[src/rtl/rfpc_rem.sv]
// Restoring remainder unit: pointer modulo length, one bit per cycle.
// Finishes at once when the pointer is already below the length.
`default_nettype none

module rfpc_rem #(
  parameter int PTR_W = 8
) (
  input  wire logic             clk,
  input  wire logic             rst,
  input  wire logic             start,
  input  wire logic [PTR_W-1:0] dividend,
  input  wire logic [PTR_W:0]   divisor,
  output logic                  busy,
  output logic      [PTR_W-1:0] remainder
);

  localparam int IDX_W = (PTR_W > 1) ? $clog2(PTR_W) : 1;

  logic [PTR_W-1:0] rem;
  logic [PTR_W-1:0] shift;
  logic [IDX_W-1:0] idx;
  logic [PTR_W:0]   trial;

  assign trial     = {rem, shift[PTR_W-1]};
  assign remainder = rem;

  always_ff @(posedge clk) begin
    if (rst) begin
      busy <= 1'b0;
    end else if (start) begin
      busy <= ({1'b0, dividend} >= divisor);
    end else if (busy && (idx == '0)) begin
      busy <= 1'b0;
    end
  end

  always_ff @(posedge clk) begin
    if (start) begin
      if ({1'b0, dividend} < divisor) begin
        rem <= dividend;
      end else begin
        rem <= '0;
      end
      shift <= dividend;
      idx   <= IDX_W'(PTR_W - 1);
    end else if (busy) begin
      // subtract the length wherever the partial remainder reaches it
      rem   <= (trial >= divisor) ? PTR_W'(trial - divisor) : trial[PTR_W-1:0];
      shift <= shift << 1;
      idx   <= idx - 1'b1;
    end
  end

endmodule

`default_nettype wire

[config.mk]
export PLATFORM = sky130hd
export DESIGN_NAME = rfpc_rem
export DESIGN_NICKNAME = d
export VERILOG_FILES = /design/src/rtl/rfpc_rem.sv
export SDC_FILE = /design/constraint.sdc
export NUM_CORES = 1
export LEC_CHECK = 0
export BUFFER_PORTS_ARGS = -buffer_cell sky130_fd_sc_hd__buf_2
export CAP_MARGIN = 20
export CORE_ASPECT_RATIO = 0.6
export CORE_UTILIZATION = 41
export DETAILED_ROUTE_END_ITERATION = 7
export GPL_ROUTABILITY_DRIVEN = 0
export PLACE_DENSITY_LB_ADDON = 0.05
export SETUP_SLACK_MARGIN = 0.2
export SYNTH_ARGS = -nofsm -noshare
export SYNTH_HDL_FRONTEND = slang
export SYNTH_SLANG_ARGS = --single-unit
export TNS_END_PERCENT = 30
[constraint.sdc]
create_clock -name clk -period 1.9 [get_ports clk]
set_input_delay 0.285 -clock clk [delete_from_list [all_inputs] [get_ports clk]]
set_output_delay 0.285 -clock clk [all_outputs]
set_load 0.1 [all_outputs]
==> results of run 1 <==
==> repair_timing <==
action                                 in CTS  in global routing
pin swaps                                  18                  4
buffers inserted                            5                  1
gates resized for setup                    19                  8
endpoints found under the hold margin       0                  0
setup endpoints to repair                   8                  8
==> area by class of cell <==
cell class | instances | area, sq um
sequential | 20 | 561
fill | 306 | 1360
clock inverter | 1 | 30.0
tap | 47 | 58.8
inverter | 17 | 63.8
timing repair buffer | 69 | 462
multi-input combinational | 120 | 1160
clock buffer | 3 | 41.3
==> synth_stat cells (all sizes together) (3+ instances only) <==
cell type and count:
ha 19, inv 17, edfxtp 16, a21oi 9
o21ai 9, a211oi 8, nand2b 7, a2111oi 5
a221o 5, and2 5, mux2 5, dfxtp 4
nand2 4, nor2b 4, nor3 4, clkbuf 3
nand4 3, o21a 3, o21bai 3
==> power groups by stage <==
stage | registers, uW | logic [uW] | clock network, uW
global route | 601 | 1260 | 450
finish | 594 | 1190 | 430
global placement | 594 | 998 | 0
floorplan | 840 | 447 | 0
detailed placement | 595 | 1010 | 0
CTS | 590 | 1130 | 437
==> stage by stage <==
| step | total power (uW) | setup TNS (ps) |
|---|---|---|
| 4_1_cts | 2160 | -1540 |
| 3_3_place_gp | 1590 | -1910 |
| 3_5_place_dp | 1610 | -2050 |
| 6_report | 2210 | -1820 |
| 2_1_floorplan | 1290 | -5590 |
| 5_1_grt | 2310 | -2530 |
==> registers in the layout (all words and copies together), names as in the netlist <==
signal     cells
busy           1
idx            3
remainder      8
shift          8
==> cells by family (layout without fill, tap and decap cells) <==
family | after synthesis | in the layout | share of synthesized area, %
AOI/OAI and AO/OA | 54 | 54 | 25.3
DFF | 20 | 20 | 34.4
and+or+nand+nor | 40 | 40 | 15.6
adders and majority gates | 20 | 20 | 15.8
muxes | 5 | 5 | 3.45
xor gates and xnor gates | 1 | 1 | 0.537
buffers and inverters | 21 | 90 | 4.91
==> layer usage <==
layer / part of all wire (%) / vias to the layer above / routed length [um] / global-route usage (%)
li1: - / 765 / - / -
met3: 5.6 / 4 / 267 / 4.68
met2: 44 / 62 / 2090 / 38.3
met4: 0.49 / 0 / 23 / 3.67
met1: 50 / 764 / 2360 / 33.0
met5: 0 / - / 0 / 0
==> worst paths after layout <==
kind                       endpoint  cells past startpoint  slack, ps                 from
max          remainder[6]$_DFFE_PP_                      8       -270   shift[7]$_DFFE_PP_
min               busy$_SDFFE_PP0P_                      2        180                  rst
max reg2reg  remainder[6]$_DFFE_PP_                      8       -270   shift[7]$_DFFE_PP_
min reg2reg     idx[1]$_SDFFE_PP1P_                      2        510  idx[1]$_SDFFE_PP1P_
==> layout by cell type (no fill, tap or decap), types with 2 or more instances in the layout <==
cell       netlist  final
a211o_1          2      2
a211oi_1         8      6
a21o_1           2      2
nand3b_1         2      2
inv_1           17     16
nor2_1           2      2
a2111oi_2        0      3
dfxtp_1          4      4
buf_6            0      3
a21oi_1          7      6
a221o_1          5      5
nor3_1           3      3
ha_4             0      7
buf_4            0     39
a211oi_2         0      2
o21bai_2         1      2
ha_1            19     12
nor2b_1          4      3
edfxtp_1        16     16
nor4b_1          2      2
and2_1           5      5
o21ai_0          9      7
clkbuf_8         0      3
a21oi_4          0      2
o211a_1          2      2
nand2b_1         7      7
nand4_1          3      3
buf_2            1     27
nand2_1          4      4
o21a_1           3      3
mux2_2           5      5
==> out/metrics.cfg, run 1 <==
[clock_tree]
root_buffer=clkbuf_8
cts_tree=done
clk_pin_slew_ps=80
cts.path.max_buffers=2
htree_levels=1
cts_sinks=20
numCtsBuffers=3
hold_buffers=0
insertion_delay_ps=260

[power]
power_frac_seq_pct=26.9
p_sw_share_pct=40.2
ir_worst_vdd_uv=532
pwr-share-comb_pct=53.7
clkPwrFrac_pct=19.4
powerDensity_nw_per_um2=928
p_leak_uw=0.00107
power_switching_uw=889
p_int_uw=1320

[setup_path]
crit_chain=inv_2 > ha_4 > fa_2 > nor2b_4 > o31a_1 > or3_1 > o2111ai_1 > a221o_1
path_max_fanout=3
critPathKind=flop to flop
cp-start-kind=flop
end_kind=flop
cp_top_family=compound AO/OA/AOI/OAI gates
cp.required_ps=1910
path_buf_inv=1
slowest_stage=edfxtp_1
cp.arrival_ps=2170
cpPeakStageDelay_ps=420

[place]
placed_cells=267
placement.io_buffers=28
pre_cts_ws_ps=-385
hpwl_mm=3.56
dpl-instance-area_sq_um=2120

[cells_and_area]
design_area_sq_um=2380
antenna_cells=0
utilization_pct=63.6
syn2layout_area_growth_pct=46.0
final_nets=271
drive_above_1_share_pct=45.7
instances_no_fill=277

[logic_synthesis]
syn_avg_cell_area_sq_um=10.1
syn-num-nets=201
syn_area_sq_um=1630
yosys-top-cells-area=edfxtp_1 (29%), ha_1 (15%), dfxtp_1 (4.9%), inv_1 (3.9%), a211oi_1 (3.7%)
synth_top_cell_by_area=edfxtp_1
synth_edf_count=16
synth_top_area_share_pct=29.5
postSynth.asyncResetShare_pct=0
synth_ff_type=edfxtp_1
synth-seq-area-share_pct=34.4
synth_cells=161
yosysWarningCount=0
yosysUniqueCellTypes=45
ys_ff_latch=20

[grt]
grt_max_degree=23
grt_pass1_wl_mm=7.69
overflow=0
antenna_found_initial=0
track_usage_pct=23.4
grt_pass1_vias=1541

[timing]
fin_crit_sh_pct=114
worstMarginPinSlew_ps=487
fin_worst_skew_ps=5.90
slew_violations=0
final.min_clock_period_ps=2170
setup_viol=8
hold_viol=0
rsz0062_at_grt=yes
whs_ps=175
fmax_mhz=462
finalWorstSetupSlack_ps=-266
maxSlewHeadroom_pct=67.7

[floorplanning]
rows=17
die_area_sq_um=4240
io_pins=29
core_sq_um=3740
die_y_um=50.8
die_x_um=83.4
start_util_pct=43.5

[detailed_routing]
vias_per_cell=5.76
wl_per_cell_um=17.1
firstDrtPassIters=5
drtIter0Drc=106
route.detailed.drc=0
ant_nets=0
vias=1595
wirelength_mm=4.74

[run]
cap_viol_max_count=0

[run_status]
violations=negative setup slack
status=complete, but fails checks

[worst_hold_path]
hold_class=input pin to flop

Power figures use the tool's default switching activity.
==> run 2, diff against run 1 <==
Clock period 1.9 ns to 2.8 ns, I/O delays scaled along.
==> run 2 against run 1 <==
The run now ends clean. Clock-buffer cell count rose by 1. Global-route usage fell by 3.1 points. Worst hold slack improved by 130 ps. Wire length fell by 14%. Fmax fell by 8.4%. Combinational power fell by 51%. Sequential share of layout area rose by 6.0 points. First-iteration DRC count rose by 51%. Setup slack improved by 700 ps. Register-to-register slack improved by 700 ps. Critical path type unchanged. Largest cell class unchanged. Highest routed layer unchanged.
==> out/metrics.cfg, run 2 (synthesized netlist as in run 1, its figures left out) <==
[run_status]
status=finished clean  ; was complete, but fails checks

[setup_path]
crit_chain=ha_1 > nand4_1 > a21oi_2 > o211ai_2 > a2111oi_0 > a211o_1  ; was inv_2 > ha_4 > fa_2 > nor2b_4 > o31a_1 > or3_1 > o2111ai_1 > a221o_1
cp.required_ps=2940  ; was 1910 ps
rr_startpoint=remainder[4]$_DFFE_PP_  ; was shift[7]$_DFFE_PP_
r2r_slack_ps=430  ; was -270 ps
critPathLaunch=remainder[4]$_DFFE_PP_  ; was shift[7]$_DFFE_PP_
path_max_fanout=9  ; was 3
r2r-end=remainder[2]$_DFFE_PP_  ; was remainder[6]$_DFFE_PP_
r2r_cells=6  ; was 8
end_kind=flop  ; unchanged
cp-start-kind=flop  ; unchanged
critPathKind=flop to flop  ; unchanged
slowest_stage=a2111oi_0  ; was edfxtp_1
cp_top_family=compound AO/OA/AOI/OAI gates  ; unchanged
cp-endpoint=remainder[2]$_DFFE_PP_  ; was remainder[6]$_DFFE_PP_
path_buf_inv=0  ; was 1
cpPeakStageDelay_ps=520  ; was 420 ps
cp_num_cells=6  ; was 8
cp.arrival_ps=2500  ; was 2170 ps

[detailed_routing]
drtIter0Drc=160  ; was 106
wirelength_mm=4.07  ; was 4.74 mm
vias_per_cell=5.91  ; was 5.76
firstDrtPassIters=4  ; was 5
wl_per_cell_um=17.2  ; was 17.1 um
ant_nets=0  ; unchanged
vias=1394  ; was 1,595
route.detailed.drc=0  ; unchanged

[grt]
track_usage_pct=20.3  ; was 23.4%
overflow=0  ; unchanged
antenna_found_initial=0  ; unchanged
grt_max_degree=33  ; was 23
grt_pass1_vias=1359  ; was 1,541
grt_pass1_wl_mm=6.67  ; was 7.69 mm

[worst_hold_path]
hold_class=input pin to flop  ; unchanged

[place]
hpwl_mm=3.20  ; was 3.56 mm
placement.io_buffers=28  ; unchanged
placed_cells=232  ; was 267
pre_cts_ws_ps=384  ; was -385 ps

[timing]
fmax_mhz=423  ; was 462 MHz
slew_violations=0  ; unchanged
fin_worst_skew_ps=11.9  ; was 5.90 ps
worstMarginPinSlew_ps=577  ; was 487 ps
fin_crit_sh_pct=84.5  ; was 114%
setup_viol=0  ; was 8
maxSlewHeadroom_pct=61.6  ; was 67.7%
hold_viol=0  ; unchanged
setup-tns-final_ps=0  ; was -1820 ps
finalWorstSetupSlack_ps=434  ; was -266 ps
final.min_clock_period_ps=2370  ; was 2170 ps
rsz0062_at_grt=no  ; was yes

[floorplanning]
die_y_um=50.8  ; unchanged
start_util_pct=43.5  ; unchanged
die_area_sq_um=4240  ; unchanged
rows=17  ; unchanged
io_pins=29  ; unchanged
die_x_um=83.4  ; unchanged
core_sq_um=3740  ; unchanged

[cells_and_area]
syn2layout_area_growth_pct=16.3  ; was 46.0%
antenna_cells=0  ; unchanged
layout_common_cells=buf_2 (28), inv_1 (17), ha_1 (17)  ; was buf_4 (39), buf_2 (27), inv_1 (16), edfxtp_1 (16), ha_1 (12)
instances_no_fill=236  ; was 277
fillers=343  ; was 306
multiInputGateArea_sq_um=1030  ; was 1160 sq um
regArea_sq_um=561  ; unchanged
drive_above_1_share_pct=25.4  ; was 45.7%
final_nets=230  ; was 271
final_common_cell=buf_2  ; was buf_4

[power]
powerDensity_nw_per_um2=627  ; was 928 nW/um^2
power.total_uw=1190  ; was 2210 uW
ir_worst_vdd_uv=347  ; was 532 uV
p_leak_uw=0.000840  ; was 0.00107 uW

[clock_tree]
root_buffer=clkbuf_8  ; unchanged
clk_pin_slew_ps=80  ; about the same
post_cts_buffers=0  ; was 5
insertion_delay_ps=260  ; about the same
cts_sinks=20  ; unchanged
cts_tree=done  ; unchanged
numCtsBuffers=3  ; unchanged
hold_buffers=0  ; unchanged
cts.path.max_buffers=2  ; unchanged
cts_resized=0  ; was 19
htree_levels=1  ; unchanged

[run]
cap_viol_max_count=0  ; unchanged

[run 2: final cells by class]
type | count | share of cell area (%)
Timing Repair Buffer | 28 | 7.39
Tap cell | 47 | 3.10
Clock buffer | 4 | 2.37
Sequential cell | 20 | 29.6
Inverter | 17 | 3.36
Multi-Input combinational cell | 120 | 54.2
[run 2: worst reg2reg max path, cell delays in order (launching register included)]
cell	delay, ps
edfxtp_1	450
ha_1	480
nand4_1	180
a21oi_2	240
o211ai_2	210
a2111oi_0	520
a211o_1	160
[run 2: per-layer routing]
layer	part of all wire, %	GRT usage (%)
met3	6.9	5.17
met4	1.3	5.37
met2	39	30.1
met5	0	0
met1	52	29.5
[run 2: how the worst min path moves through the flow]
| stage | start | end | slack (ps) | depth (start not counted) |
|---|---|---|---|---|
| 6_report | rst | busy$_SDFFE_PP0P_ | 300 | 2 |
| 5_1_grt | rst | busy$_SDFFE_PP0P_ | 310 | 2 |
| 4_1_cts | rst | busy$_SDFFE_PP0P_ | 300 | 2 |
| 3_5_place_dp | idx[1]$_SDFFE_PP1P_ | idx[1]$_SDFFE_PP1P_ | 480 | 2 |
| 3_3_place_gp | idx[1]$_SDFFE_PP1P_ | idx[1]$_SDFFE_PP1P_ | 460 | 2 |
| 2_1_floorplan | idx[1]$_SDFFE_PP1P_ | idx[1]$_SDFFE_PP1P_ | 450 | 2 |
[run 2: metrics by stage]
| stage | hold WS, ps | instance area (sq um) | utilization (%) |
|---|---|---|---|
| after floorplan | 449 | 1680 | - |
| after global placement | 463 | 1850 | 49.5 |
| after detailed placement | 475 | 1850 | 49.5 |
| after CTS | 300 | 1900 | 50.7 |
| after global routing | 306 | 1900 | 50.7 |
| final | 302 | 1900 | 50.7 |
[run 2: power by group]
part	leakage (uW)	internal, uW	switching [uW]
clock network	0.0000228	101	94.1
registers	0.000195	372	33.0
logic	0.000623	192	398
total	0.000840	665	525
==> run 3, diff against run 2 <==
Clock period 2.8 ns to 2.2 ns, I/O delays scaled along.
==> run 3 against run 2 <==
Fmax up 8.2%. Global-route usage up 0.54 points. Wire length up 3.9%. Power up 41%. Worst hold slack worse by 85 ps. Setup slack worse by 420 ps. Clock-buffer cell count unchanged. Combinational power up 57%. Largest cell class unchanged.
==> out/metrics.cfg, run 3 (synthesized netlist as in run 1, its figures left out) <==
[power]
p_leak_uw=0.000974  ; was 0.000840 uW
power.total_uw=1670  ; was 1190 uW
powerDensity_nw_per_um2=777  ; was 627 nW/um^2
ir_worst_vdd_uv=402  ; was 347 uV

[detailed_routing]
firstDrtPassIters=4  ; unchanged
vias=1491  ; was 1,394
wirelength_mm=4.23  ; was 4.07 mm
drtIter0Drc=112  ; was 160
route.detailed.drc=0  ; unchanged
vias_per_cell=5.71  ; was 5.91
wl_per_cell_um=16.2  ; was 17.2 um
ant_nets=0  ; unchanged

[cells_and_area]
regArea_sq_um=561  ; unchanged
multiInputGateArea_sq_um=1100  ; was 1030 sq um
drive_above_1_share_pct=38.8  ; was 25.4%
final_nets=255  ; was 230
utilization_pct=57.5  ; was 50.7%
design_area_sq_um=2150  ; was 1900 sq um
fillers=338  ; was 343
final_common_cell=buf_2  ; unchanged
syn2layout_area_growth_pct=32.0  ; was 16.3%
antenna_cells=0  ; unchanged
layout_common_cells=buf_2 (28), buf_4 (25), inv_1 (16), edfxtp_1 (16), ha_1 (15)  ; was buf_2 (28), inv_1 (17), ha_1 (17)

[worst_hold_path]
hold_path_end=busy$_SDFFE_PP0P_  ; unchanged
hold-path-cell-count=2  ; unchanged
hold_class=input pin to flop  ; unchanged
worstHoldStart=rst  ; unchanged

[grt]
antenna_found_initial=0  ; unchanged
track_usage_pct=20.9  ; was 20.3%
grt_max_degree=33  ; unchanged
grt_pass1_wl_mm=6.79  ; was 6.67 mm
overflow=0  ; unchanged
grt_pass1_vias=1367  ; was 1,359

[timing]
final.min_clock_period_ps=2190  ; was 2370 ps
fmax_mhz=457  ; was 423 MHz
worstMarginPinSlew_ps=564  ; was 577 ps
maxSlewHeadroom_pct=62.4  ; was 61.6%
slew_violations=0  ; unchanged
rsz0062_at_grt=yes  ; was no
fin_worst_skew_ps=8.73  ; was 11.9 ps
setup-tns-final_ps=0  ; unchanged
fin_crit_sh_pct=99.4  ; was 84.5%
setup_viol=0  ; unchanged
hold_viol=0  ; unchanged

[clock_tree]
clk_pin_slew_ps=80  ; about the same
cts_tree=done  ; unchanged
htree_levels=1  ; unchanged
hold_buffers=0  ; unchanged
cts.path.max_buffers=2  ; unchanged
root_buffer=clkbuf_8  ; unchanged
insertion_delay_ps=260  ; about the same
cts_sinks=20  ; unchanged
numCtsBuffers=3  ; unchanged

[setup_path]
cp.arrival_ps=2180  ; was 2500 ps
r2r_cells=8  ; was 6
cp-start-kind=flop  ; unchanged
critPathKind=flop to flop  ; unchanged
rr_startpoint=shift[7]$_DFFE_PP_  ; was remainder[4]$_DFFE_PP_
r2r_slack_ps=10  ; was 430 ps
r2r-end=remainder[6]$_DFFE_PP_  ; was remainder[2]$_DFFE_PP_
path_max_fanout=3  ; was 9
cp.required_ps=2190  ; was 2940 ps
end_kind=flop  ; unchanged

[place]
hpwl_mm=3.33  ; was 3.20 mm
placement.io_buffers=28  ; unchanged
dpl-instance-area_sq_um=2010  ; was 1850 sq um

[floorplanning]
start_util_pct=43.5  ; unchanged
rows=17  ; unchanged
die_y_um=50.8  ; unchanged
io_pins=29  ; unchanged
core_sq_um=3740  ; unchanged
die_x_um=83.4  ; unchanged
die_area_sq_um=4240  ; unchanged

[run]
cap_viol_max_count=0  ; unchanged

[run_status]
status=finished clean  ; unchanged

-- run 3: cell count changes in the layout (fill, tap and decap cells not counted), moves of 2 or more --
cell / before / now
a2111oi_0: 2 / 0
ha_4: 2 / 4
ha_1: 17 / 15
a2111oi_2: 1 / 3
buf_4: 0 / 25
-- run 3: worst max-delay path, cell delays in order (launching register included) --
cell and delay [ps]:
edfxtp_1 400, inv_2 60, ha_4 160, fa_2 370
nor2b_4 140, o31a_1 180, or3_1 120, o2111ai_1 150
a221o_1 350
-- run 3: layer usage --
layer,vias to the layer above,routed length (um),GRT usage (%)
li1,735,-,-
met1,700,2140,32.2
met2,52,1690,30.1
met3,4,358,3.55
met4,0,38,5.08
met5,-,0,0
-- run 3: through the flow --
stage          setup slack [ps]  hold WS, ps  cells
3_5_place_dp               -137          478    253
2_1_floorplan              -412          403    161
3_3_place_gp               -101          466    253
5_1_grt                   -73.2          203    261
6_report                   12.6          216    261
4_1_cts                    9.49          215    261
-- run 3: cell type report --
type,instances,area share [%]
Clock buffer,4,2.09
Inverter,17,2.97
Multi-Input combinational cell,120,50.9
Sequential cell,20,26.0
Tap cell,47,2.73
Timing Repair Buffer,53,15.2
-- run 3: what timing repair did --
action / CTS / global route
setup endpoints to repair: 8 / 8
pin swaps: 10 / 2
gates resized for setup: 5 / 9
setup buffers: 4 / 0
-- run 3: how the worst max path moves through the flow --
stage | from | slack (ps) | to | cells past startpoint
finish | shift[7]$_DFFE_PP_ | 10 | remainder[6]$_DFFE_PP_ | 8
global route | remainder[1]$_DFFE_PP_ | -70 | remainder[5]$_DFFE_PP_ | 7
CTS | shift[7]$_DFFE_PP_ | 9 | remainder[6]$_DFFE_PP_ | 8
detailed placement | divisor[0] | -140 | remainder[6]$_DFFE_PP_ | 8
global placement | divisor[0] | -100 | remainder[6]$_DFFE_PP_ | 8
floorplan | remainder[4]$_DFFE_PP_ | -410 | remainder[7]$_DFFE_PP_ | 7
-- run 3: where the power goes --
part / switching (uW) / leakage [uW] / total (uW) / internal [uW]
Sequential: 32.0 / 0.000195 / 504 / 472
Clock: 116 / 0.0000228 / 245 / 129
Combinational: 562 / 0.000757 / 924 / 362
Total: 710 / 0.000974 / 1670 / 963
